==> config.mk <==
export PLATFORM = sky130hd
export DESIGN_NAME = rmq_sqrt_cell
export DESIGN_NICKNAME = d
export VERILOG_FILES = /design/src/rmq_sqrt_cell.sv
export SDC_FILE = /design/constraint.sdc
export NUM_CORES = 1
export LEC_CHECK = 0
export BUFFER_PORTS_ARGS = -buffer_cell sky130_fd_sc_hd__buf_2
export CAP_MARGIN = 20
export CELL_PAD_IN_SITES_DETAIL_PLACEMENT = 1
export CELL_PAD_IN_SITES_GLOBAL_PLACEMENT = 2
export CORE_MARGIN = 4
export CORE_UTILIZATION = 30
export CTS_CLUSTER_DIAMETER = 60
export CTS_CLUSTER_SIZE = 28
export DETAILED_ROUTE_END_ITERATION = 16
export PLACE_DENSITY = 0.79
export SLEW_MARGIN = 10
export SYNTH_ARGS = -nofsm -noshare
export SYNTH_HDL_FRONTEND = slang
export SYNTH_SLANG_ARGS = --single-unit
==> constraint.sdc <==
create_clock -name clk_i -period 5.1 [get_ports clk_i]
set_clock_uncertainty 0.05 [all_clocks]
set_input_delay 0.255 -clock clk_i [delete_from_list [all_inputs] [get_ports clk_i]]
set_output_delay 0.255 -clock clk_i [all_outputs]
set_load 0.1 [all_outputs]
==> src/rmq_sqrt_cell.sv <==
// One stage of the pipelined square root: one result bit per cell.
module rmq_sqrt_cell #(
  parameter int unsigned RadW = 48,
  parameter int unsigned RootW = 24,
  parameter int unsigned Bit = 0
) (
  input  logic             clk_i,
  input  logic             en_i,
  input  logic [RadW-1:0]  rem_i,
  input  logic [RootW-1:0] root_i,
  output logic [RadW-1:0]  rem_o,
  output logic [RootW-1:0] root_o
);

  logic [RadW-1:0]  rem_d, rem_q, trial;
  logic [RootW-1:0] root_d, root_q;

  // trial = (2*root + 2^Bit) << Bit, with root holding the bits decided above Bit
  always_comb begin
    trial = ((RadW'(root_i) << (Bit + 1)) | (RadW'(1) << (2 * Bit)));
    if (rem_i >= trial) begin
      rem_d  = rem_i - trial;
      root_d = root_i | (RootW'(1) << Bit);
    end else begin
      rem_d  = rem_i;
      root_d = root_i;
    end
  end

  always_ff @(posedge clk_i) begin
    if (en_i) begin
      rem_q  <= rem_d;
      root_q <= root_d;
    end
  end

  assign rem_o  = rem_q;
  assign root_o = root_q;

endmodule

==> reports/results.txt <==
status: complete, no violations
via count: 3834
Worst setup EP type: flop
Final Max Tran Viols: 0
port bufs: 145
Peak Freq: 0.329 GHz
Post-Syn Instances: 440
uppermost routed layer: met5
antenna violations before repair: 1
total congestion overflow: 0
footprint of the multi-input gates: 2280 um^2
Synth Net Count: 540
Die Wd: 132 um
total power: 2.21 mW
die area: 17500 um^2
final worst-path cycle share: 59.5%
Initial Util: 30.6%
routability cong.: 0.830
Hold Violations, Final: 0
Pwr Density: 380 nW/um^2
area of the mapped netlist: 4650 um^2
metal3 WL: 723 um
final net count: 681
met1 WL: 5840 um
Final Core Density: 38.3%
synthesized area per cell: 10.6 um^2
worst slew pin tran: 0.945 ns
max incr delay on CP: 0.56 ns
post-detail-place hpwl: 10500 um
Total Routed Length: 13400 um
Placed Cells: 758
pin count of the biggest net entering global routing: 73
setup bufs post-CTS: 0
antenna-violating nets left: 0
Worst Setup EP: rem_o[11]$_DFFE_PP_
family with the most delay on the worst path: compound AO/OA/AOI/OAI gates
synth cell count leaders: edfxtp_1, nand2_1, o21ai_0
row cnt: 45
CTS resizes: 0
Core Area: 15200 um^2
vias per inst: 4.95
Bufs and invs on worst path: 2
Final setup violation count: 0
share of layout cells above drive strength 1: 32.3%
clock tree buffer depth: 2
Synth area leaders: edfxtp_1, ha_1, xor2_1
drt pass-1 iters: 4
fraction of registers with async set/reset: 0%
n_diodes: 0
Area Overhead vs Synth: 25.4%
DRC: 0
wire length on met2: 6590 um
Worst-path clk slew: 0.06 ns
hold_buf cts: 0
Tmin final: 3.04 ns
sequential area share after synthesis: 46.5%
count leader, synth: edfxtp_1
Synth top area share: 46.5%
CP Depth: 9
cell depth of the worst min-delay path: 1
leakage: 2.40 nW
Hold Path Class: primary input to flop
vias in the first global route: 4265
CTS tree: yes
Max Cap Viol: 0
CTS H-Tree Depth: 3
root buffer cell: clkbuf_16
Netlist cell types: 60
critical path launch point type: primary input
RSZ-0062 raised after global routing: false
Crit Path Max Fanout: 28
fillcell total: 1754
Setup CP Type: primary input to flop
Crit path required time: 5.14 ns
initial DRC count: 130
Post-synth EDFFs: 72
Ports: 146
post-synth top area cell: edfxtp_1
Worst Setup SP: rem_i[1]
Cell Chain, Critical Path: buf_2 -> fa_1 -> a211oi_1 -> o211ai_2 -> and2_4 -> a31o_4 -> o21ai_4 -> buf_4 -> mux2_2
synth warn: 0
slowest CP cell: o21ai_4
worst ir drop on vdd: 137 uV
total track usage: 15.5%
Layout Cells excl Fill: 774
Worst EP arrival: 3.08 ns
total CTS buffers: 9
die extent in y: 132 um
hold slack: 0.0487 ns
FF+latch area: 2160 um^2
Setup TNS Final: 0 ns
DR WL/cell: 17.2 um
slew margin rel.: 37.0%
Num Clock Sinks: 72
Synth Register Bits: 72
first-pass GRT wire length: 22100 um
ys flop type: edfxtp_1
-- worst min-delay path by stage --
stage	from	to
floorplan	root_i[10]	root_o[10]$_DFFE_PP_
global placement	root_i[13]	root_o[13]$_DFFE_PP_
detailed placement	root_i[13]	root_o[13]$_DFFE_PP_
CTS	root_i[7]	root_o[7]$_DFFE_PP_
global route	root_i[13]	root_o[13]$_DFFE_PP_
finish	root_i[8]	root_o[8]$_DFFE_PP_
-- placed cells by master (no fill, tap or decap), drive strengths merged, types with 7 or more instances in the layout --
cell,instances
edfxtp,72
xor2,27
nand3,7
inv,32
nand2,45
o21ai,42
ha,25
nor4,14
buf,146
nand4,7
clkbuf,10
xnor2,17
nor3,15
nor2,21
a21oi,30
-- power breakdown --
group | total, mW | switching, mW | internal, mW
clock network | 0.625 | 0.249 | 0.376
registers | 0.748 | 0.0157 | 0.733
logic | 0.838 | 0.675 | 0.163
-- routing by layer --
layer	track usage, %	up-vias
met3	3.80	14
met2	27.0	103
met5	0	-
met1	18.8	1812
met4	4.91	2
li1	-	1903
-- sequential cells by signal, indices dropped and copies added, names as in the netlist --
signal	count
rem_o	48
root_o	24
-- final cells by class --
cell class,instances,area share (%)
multi-input combinational,320,39.2
clock buffer,10,3.93
clock inverter,6,1.03
timing repair buffer,146,12.6
tap,188,4.04
sequential,72,37.1
inverter,32,2.06
-- cells by family (layout without fill, tap and decap cells) --
logic type | Yosys count | in the layout | share of synthesized area [%]
buffers and inverters | 48 | 194 | 4.50
muxes | 3 | 3 | 0.727
adders and majority gates | 26 | 26 | 7.16
AOI/OAI and AO/OA | 109 | 109 | 15.8
and+or+nand+nor | 138 | 138 | 17.0
xor gates and xnor gates | 44 | 44 | 8.30
DFF | 72 | 72 | 46.5
-- through the flow --
step / setup WS (ns) / instance area (um^2)
3_3_place_gp: 1.77 / 5540
5_1_grt: 1.80 / 5820
6_report: 2.06 / 5820
4_1_cts: 2.03 / 5820
3_5_place_dp: 1.69 / 5540
2_1_floorplan: 2.38 / 4650
No activity file was read; power rests on OpenSTA's default activity.
