<file path="src/rmq_div_cell.sv">
// One stage of the restoring divider chain: one quotient bit per cell, three lanes.
module rmq_div_cell #(
  parameter int unsigned NumW = 40,
  parameter int unsigned DenW = 24,
  parameter int unsigned Bit = 0
) (
  input  logic                 clk_i,
  input  logic                 en_i,
  input  logic [DenW-1:0]      den_i,
  input  logic [2:0][NumW-1:0] rem_i,
  input  logic [2:0][NumW-1:0] quo_i,
  output logic [DenW-1:0]      den_o,
  output logic [2:0][NumW-1:0] rem_o,
  output logic [2:0][NumW-1:0] quo_o
);

  localparam int unsigned WideW = NumW + DenW;

  logic [2:0][NumW-1:0] rem_d, rem_q, quo_d, quo_q;
  logic [DenW-1:0]      den_q;
  logic [WideW-1:0]     sub;

  always_comb begin
    sub = WideW'(den_i) << Bit;
    for (int l = 0; l < 3; l++) begin
      if (WideW'(rem_i[l]) >= sub) begin
        rem_d[l] = rem_i[l] - NumW'(sub);
        quo_d[l] = quo_i[l] | (NumW'(1) << Bit);
      end else begin
        rem_d[l] = rem_i[l];
        quo_d[l] = quo_i[l];
      end
    end
  end

  always_ff @(posedge clk_i) begin
    if (en_i) begin
      rem_q <= rem_d;
      quo_q <= quo_d;
      den_q <= den_i;
    end
  end

  assign rem_o = rem_q;
  assign quo_o = quo_q;
  assign den_o = den_q;

endmodule

</file>
<file path="config.mk">
export PLATFORM = sky130hd
export DESIGN_NAME = rmq_div_cell
export DESIGN_NICKNAME = d
export VERILOG_FILES = /design/src/rmq_div_cell.sv
export SDC_FILE = /design/constraint.sdc
export NUM_CORES = 1
export LEC_CHECK = 0
export ABC_AREA = 1
export BUFFER_PORTS_ARGS = -buffer_cell sky130_fd_sc_hd__buf_2
export CORE_AREA = 2 2 204 206
export DETAILED_ROUTE_END_ITERATION = 6
export DIE_AREA = 0 0 206 208
export GPL_TIMING_DRIVEN = 0
export PLACE_DENSITY = 0.71
export SETUP_SLACK_MARGIN = 0.05
export SLEW_MARGIN = 20
export SYNTH_ARGS = -nofsm -noshare
export SYNTH_HDL_FRONTEND = slang
export SYNTH_SLANG_ARGS = --single-unit
</file>
<file path="constraint.sdc">
create_clock -name clk_i -period 3.7 [get_ports clk_i]
set_input_delay 0.185 -clock clk_i [delete_from_list [all_inputs] [get_ports clk_i]]
set_output_delay 0.185 -clock clk_i [all_outputs]
set_load 0.02 [all_outputs]
</file>
==> results.ini, run 1 <==
[synth]
synth_most_common_cell = nand2_1
synth_top_area_share = 0.4727
ys.warnings.count = 0
synth.distinct_cells = 35
yosysSeqAreaShare = 0.4727
ys_async_sr_fraction = 0
synth_cells = 2142
avgSynthCellArea_sq_um = 7.830
yosysTopAreaCell = edfxtp_1
synth-edff-count = 264
syn_nets = 2483
ys.flop_type = edfxtp_1
yosys-top-cells-count = 785 x nand2_1, 346 x inv_1, 264 x edfxtp_1
synth-seq-cells = 264
syn_area_sq_um = 16770
ys_top_cells_by_area = edfxtp_1 47%, nand2_1 18%, inv_1 7.7%

[critical_path]
slowest_stage = dlygate4sd3_1
startpoint = den_i[21]
arrival_ns = 3.08
crit_type = in -> reg
crit_buf_inv = 5
crit_path_start_kind = input pin
crit_family = buffers and inverters
crit_top_cell = nor2_1
cp_cell_sequence = dlygate4sd3_1, buf_2, inv_1, ha_1, a21oi_1, nor2_1, nor2_1, and2_1, nand2_1, nor2_2, nand2_2, inv_2, buf_6, o21ai_1
worstPathRequired_ns = 3.99
critPathMaxStageDelay_ns = 0.55
critPathMaxFanout = 10
cp-end-kind = flop

[cts]
ctsResizeCount = 0
numCtsBuffers = 30
path_clk_slew_ns = 0.06
cts-root-buf = clkbuf_16
clock_sinks = 264
post_cts_hold_buffer_count = 242
htree_levels = 1
post_cts_buffers = 0
clockBufferDepth = 3
cts_tree = done

[drt]
via_per_inst = 4.926
totalWireLength_um = 68980
wl_per_cell_um = 19.63
dr_total_vias = 17311
final_antenna_net_count = 0
dr.pass1.iters = 5
drc = 0
first_iter_violations = 1205

[placement]
pre_cts_ws_ns = 0.9562
place.gp.congestion = 0.9489
portBuffers = 529
placed_cells = 3205
hpwl_um = 53310

[grt]
grt_pass1_wl_um = 100800
grt_use_total = 0.3129
grt_max_degree = 101
overflow = 0
antenna_found_initial = 12
grt_pass1_vias = 17278

[min_path]
hold_path.class = in -> reg
hold_end = rem_o[27]
holdPathStages = 3
min_from = rem_i[27]

[sta]
period_share = 0.7516
worst_slew_pin_slew_ns = 0.5697
setup-violations-final = 0
max-slew-margin-rel = 0.6162
fmax_ghz = 0.3596
finalWorstSetupSlack_ns = 0.9190
rsz0062_at_grt = no
drv_slew = 0
finalHoldViolCount = 0
post-route-min-period_ns = 2.781
whs_ns = 0.02821

[power]
power_leakage_nw = 11.34
worst_ir_drop_vdd_mv = 0.3133
power.density_nw_per_um2 = 399.0

[die]
core_area_sq_um = 40550
die_area_sq_um = 42850
fp.dieW_um = 206
num_rows = 74
fp.dieH_um = 208
start_util = 0.4136
ios = 530

[run]
drv_cap = 0

[run_status]
run_status = finished, final reports clean

[cells_and_area]
nFillCells = 3671
drive_gt1_frac = 0.2201
layout.cells.non_filler = 3514
area_growth_pct = 41.02
layout.nets = 3288

## worst min-delay path: stages
cell,delay [ns]
buf_2,0.12
nand2_1,0.07
a21oi_2,0.05
## registers in the layout (all words and copies together) (netlist names)
register	count
den_o	24
rem_o	120
quo_o	120
## cell type report
type | instances | area (sq um) | area share
flip-flops and latches | 264 | 7928 | 0.3352
well taps | 532 | 665.6 | 0.02814
clock buffers | 35 | 790.8 | 0.03343
diodes | 11 | 27.53 | 0.001164
clock inverters | 21 | 261.5 | 0.01106
multi-input cells | 1508 | 7345 | 0.3105
plain buffers | 18 | 172.7 | 0.007300
inverters | 352 | 1326 | 0.05608
repair buffers | 773 | 5135 | 0.2171
## power breakdown
group | internal, W | total [W] | switching [W] | leakage, nW
combinational | 0.000878 | 0.00249 | 0.00162 | 8.24
sequential | 0.00367 | 0.00375 | 0.0000843 | 2.58
clock | 0.00189 | 0.00319 | 0.00130 | 0.512
total | 0.00644 | 0.00944 | 0.00300 | 11.3
## through the flow
stage | TNS [ns] | utilization | total power (W) | cell area, sq um
floorplan | 0 | - | 0.005117 | 16770
global placement | -293.37 | 0.4952 | 0.006036 | 20080
detailed placement | 0 | 0.4969 | 0.006041 | 20150
CTS | 0 | 0.5825 | 0.009443 | 23620
global route | 0 | 0.5831 | 0.009806 | 23650
finish | 0 | 0.5832 | 0.009437 | 23650
## metal layers
layer,GRT usage,wire [um],vias to the layer above
met3,0.05044,4057,193
met5,0,24,-
li1,-,-,8471
met4,0.1857,4425,4
met2,0.5546,34180,698
met1,0.3505,26300,7945
## cell families after synthesis
logic type	share of synthesized area
adder cells (fa/ha/maj)	0.05730
flip-flops	0.4727
buffers and inverters	0.08938
XOR/XNOR	0.03081
AO/OA/AOI/OAI	0.05804
AND/OR/NAND/NOR	0.2918
## worst max path at each step
stage                endpoint  slack (ns)  cells past startpoint
global route        rem_o[21]        0.76                     14
detailed placement  rem_o[35]        0.96                     13
finish              rem_o[95]        0.92                     14
CTS                 rem_o[95]        0.98                     14
floorplan           rem_o[18]        1.66                     16
global placement    rem_o[27]       -1.16                      1
## layout by cell type (no fill, tap or decap), types with 4 or more instances in the layout
cell           netlist  layout
and2_1               6       6
dlygate4sd3_1        0     242
o21ai_0             38      38
xnor2_1             36      36
nor2_1             238     238
clkinv_2             0       5
nand4_1             32      32
ha_1                72      72
a21oi_2             10      10
clkbuf_1             0       4
diode_2              0      11
nand2_2              5       5
o21ai_2             18      18
edfxtp_1           264     264
nand2_1            785     785
o21bai_1             8       8
nor2_4               4       4
o21ai_1             24      24
buf_6               10      10
clkbuf_16            0      31
nand3_1            103     103
clkinv_4             0       4
buf_2                3     531
nor3_1               9       9
inv_2                5       5
buf_4                4       4
inv_1              346     346
xor2_1              23      23
nand3_2              4       4
nand3b_1             9       9
bufinv_16            0       5
a21oi_1             70      70
(Power assumes the default switching activity.)
==> run 2, diff against run 1 <==
--- a/config.mk
+++ b/config.mk
@@ -5,13 +5,13 @@
 export SDC_FILE = /design/constraint.sdc
 export NUM_CORES = 1
 export LEC_CHECK = 0
-export ABC_AREA = 1
+export ABC_AREA = 0
 export BUFFER_PORTS_ARGS = -buffer_cell sky130_fd_sc_hd__buf_2
-export CORE_AREA = 2 2 204 206
+export CORE_AREA = 2 2 207 209
 export DETAILED_ROUTE_END_ITERATION = 6
-export DIE_AREA = 0 0 206 208
+export DIE_AREA = 0 0 209 211
 export GPL_TIMING_DRIVEN = 0
-export PLACE_DENSITY = 0.71
+export PLACE_DENSITY = 0.61
 export SETUP_SLACK_MARGIN = 0.05
 export SLEW_MARGIN = 20
 export SYNTH_ARGS = -nofsm -noshare
==> constraint.sdc (replaced) <==
create_clock -name clk_i -period 2.6 [get_ports clk_i]
set_input_delay 0.13 -clock clk_i [delete_from_list [all_inputs] [get_ports clk_i]]
set_output_delay 0.13 -clock clk_i [all_outputs]
set_load 0.02 [all_outputs]
==> results.ini, run 2 <==
[run_status]
run_status = finished, final reports clean

[grt]
grt_most_used_layer = met2
grt_use_total = 0.2447  ; -0.06821
use_met2 = 0.4315  ; -0.1231
grt_max_degree = 106  ; +5.0%
grt_pass1_vias = 12991  ; -25%
grt_use_met1 = 0.2955  ; -0.05500
met3_usage = 0.04133  ; -0.009106
grt_pass1_wl_um = 80790  ; -20%
antenna_found_initial = 13  ; +1
overflow = 0  ; unchanged

[cells_and_area]
layout.nets = 2353  ; -28%
final_common_cell = buf_2
area_growth_pct = 59.85
layout.cells.non_filler = 2584  ; -26%
drive_gt1_frac = 0.3767  ; +0.1566
utilization = 0.5245  ; -0.05872
final_cell_mix = 528 x buf_2, 264 x edfxtp_1, 263 x dlygate4sd3_1, 99 x a21oi_1, 84 x nor2_1

[sta]
finalHoldViolCount = 0  ; unchanged
worst_slew_pin_slew_ns = 0.6943  ; +0.1246 ns
fmax_ghz = 0.3918
period_share = 0.9816
max-slew-margin-rel = 0.5335  ; -0.08262
rsz0062_at_grt = yes
post-route-min-period_ns = 2.552
drv_slew = 0  ; unchanged
setup-violations-final = 0  ; unchanged

[synth]
avgSynthCellArea_sq_um = 11.83  ; +51%
synth-edff-count = 264  ; unchanged
synth-seq-cells = 264  ; unchanged
synth_top_area_share = 0.5786  ; +0.1059
yosys-top-cells-count = 264 x edfxtp_1, 109 x a21oi_1, 87 x nor2_1
ys.flop_type = edfxtp_1
synth_most_common_cell = edfxtp_1
syn_area_sq_um = 13700  ; -18%
ys_top_cells_by_area = edfxtp_1 58%, ha_1 6.6%, a21oi_1 4.0%
synth_cells = 1158  ; -46%
ys.warnings.count = 0  ; unchanged
ys_async_sr_fraction = 0  ; unchanged
synth.distinct_cells = 61  ; +74%
syn_nets = 1499  ; -40%
yosysSeqAreaShare = 0.5786  ; +0.1059
yosysTopAreaCell = edfxtp_1

[critical_path]
crit_path_start_kind = input pin
cp_cell_sequence = buf_8, or4_4, or2_4, or3_4, or3_4, or3_4, and3b_1, buf_6, buf_12, nor3_2, xor2_1
worstPathRequired_ns = 2.91  ; -1.08 ns
crit_type = in -> reg
cp-end-kind = flop
critPathMaxStageDelay_ns = 0.55  ; about the same
slowest_stage = or4_4
critPathMaxFanout = 6  ; -4
crit_top_cell = or3_4
arrival_ns = 2.87  ; -0.21 ns

[power]
worst_ir_drop_vdd_mv = 0.5376  ; +72%
power_leakage_nw = 9.051  ; -20%
power.density_nw_per_um2 = 599.8  ; +50%

[min_path]
hold_end = rem_o[114]
min_from = rem_i[107]
hold_path.class = in -> reg
holdPathStages = 4  ; +1

[drt]
via_per_inst = 5.059  ; +2.7%
dr.pass1.iters = 5  ; unchanged
first_iter_violations = 890  ; -26%
dr_total_vias = 13072  ; -24%
totalWireLength_um = 56850  ; -18%
final_antenna_net_count = 0  ; unchanged
drc = 0  ; unchanged
wl_per_cell_um = 22.00  ; +12%

[die]
fp.dieW_um = 209  ; +1.5%
die_area_sq_um = 44100  ; +2.9%
ios = 530  ; unchanged
num_rows = 75  ; +1.4%
fp.dieH_um = 211  ; +1.4%
start_util = 0.3281  ; -0.08543
core_area_sq_um = 41760  ; +3.0%

[cts]
cts_tree = done
path_clk_slew_ns = 0.06  ; about the same
cts-root-buf = clkbuf_16
clockBufferDepth = 3  ; unchanged
htree_levels = 1  ; unchanged
clock_sinks = 264  ; unchanged
numCtsBuffers = 30  ; unchanged

[placement]
hpwl_um = 40970  ; -23%
place.gp.congestion = 0.8837  ; -6.9%
placed_cells = 2227  ; -31%
portBuffers = 528  ; -0.19%

[run]
drv_cap = 0  ; unchanged

-- run 2: changes by cell type in the layout (fill, tap and decap cells not counted), sizes merged, moves of 17 or more --
cell	delta
dlygate4sd3	+21
nand4	-17
xor2	+34
inv	-320
nor3	+18
o21ai	-19
nand3	-84
nor2	-158
nand2	-705
a21oi	+29
buf	+28
a21o	+22
-- run 2: timing repair --
item	CTS	global route
setup endpoints to repair	105	92
endpoints found under the hold margin	259	0
setup buffers	18	19
hold buffers	263	0
gates cloned	0	1
pin swaps	5	19
gates resized for setup	46	100
-- run 2: logic make-up after synthesis --
kind of cell,count (synthesis),share of synthesized area
muxes,8,0.006392
DFF,264,0.5786
buffers and inverters,78,0.02411
xor gates and xnor gates,106,0.06776
and+or+nand+nor,339,0.1235
adders and majority gates,75,0.07013
AOI/OAI and AO/OA,288,0.1296
-- run 2: report_power, final --
group | leakage [nW] | total (W) | switching, W | internal [W]
sequential | 2.58 | 0.00534 | 0.000115 | 0.00522
clock | 0.503 | 0.00445 | 0.00179 | 0.00266
combinational | 5.96 | 0.00334 | 0.00200 | 0.00135
-- run 2: how the worst max path moves through the flow --
stage	start	end	slack (ns)	cells after the start
after floorplan	rem_i[104]	rem_o[109]	-0.30	11
after detailed placement	den_i[23]	rem_o[1]	-1.54	12
final	rem_i[104]	rem_o[111]	0.05	11
after CTS	den_i[16]	rem_o[1]	-0.006	11
after global placement	en_i	rem_o[18]	-2.41	1
after global routing	den_i[1]	rem_o[119]	-0.03	11
-- run 2: layout make-up --
class,count,area (sq um)
clock inverters,23,250.2
clock buffers,33,783.3
repair buffers,831,5702
plain buffers,21,183.9
diodes,9,22.52
fillers,3611,19860
inverters,48,236.5
well taps,539,674.4
multi-input cells,816,6122
flip-flops and latches,264,7928
-- run 2: metrics by stage --
stage          hold WS, ns  setup WS (ns)  power, W   TNS (ns)  instance area (sq um)
2_1_floorplan       0.2289        -0.3015  0.007030     -7.947                  13870
3_3_place_gp        0.3063         -2.409  0.008231    -721.94                  17190
3_5_place_dp        0.3081         -1.545  0.008218     -93.72                  17260
4_1_cts          0.0004720      -0.006041   0.01308  -0.006875                  21250
5_1_grt           0.005215       -0.03440   0.01366   -0.03723                  21900
6_report          0.002189        0.04775   0.01314          0                  21900
-- run 2: worst max-delay path: cells and delay by family --
family,cells,cell delay (ns)
xor gates and xnor gates,1,0.19
buffers and inverters,3,0.35
and+or+nand+nor,7,2.19
-- run 2: per-layer routing --
layer / vias up / part of all wire / wire length [um]
li1: 6102 / - / -
met1: 6297 / 0.39 / 22040
met2: 555 / 0.51 / 28770
met3: 118 / 0.066 / 3728
met4: 0 / 0.041 / 2316
met5: - / 0 / 0
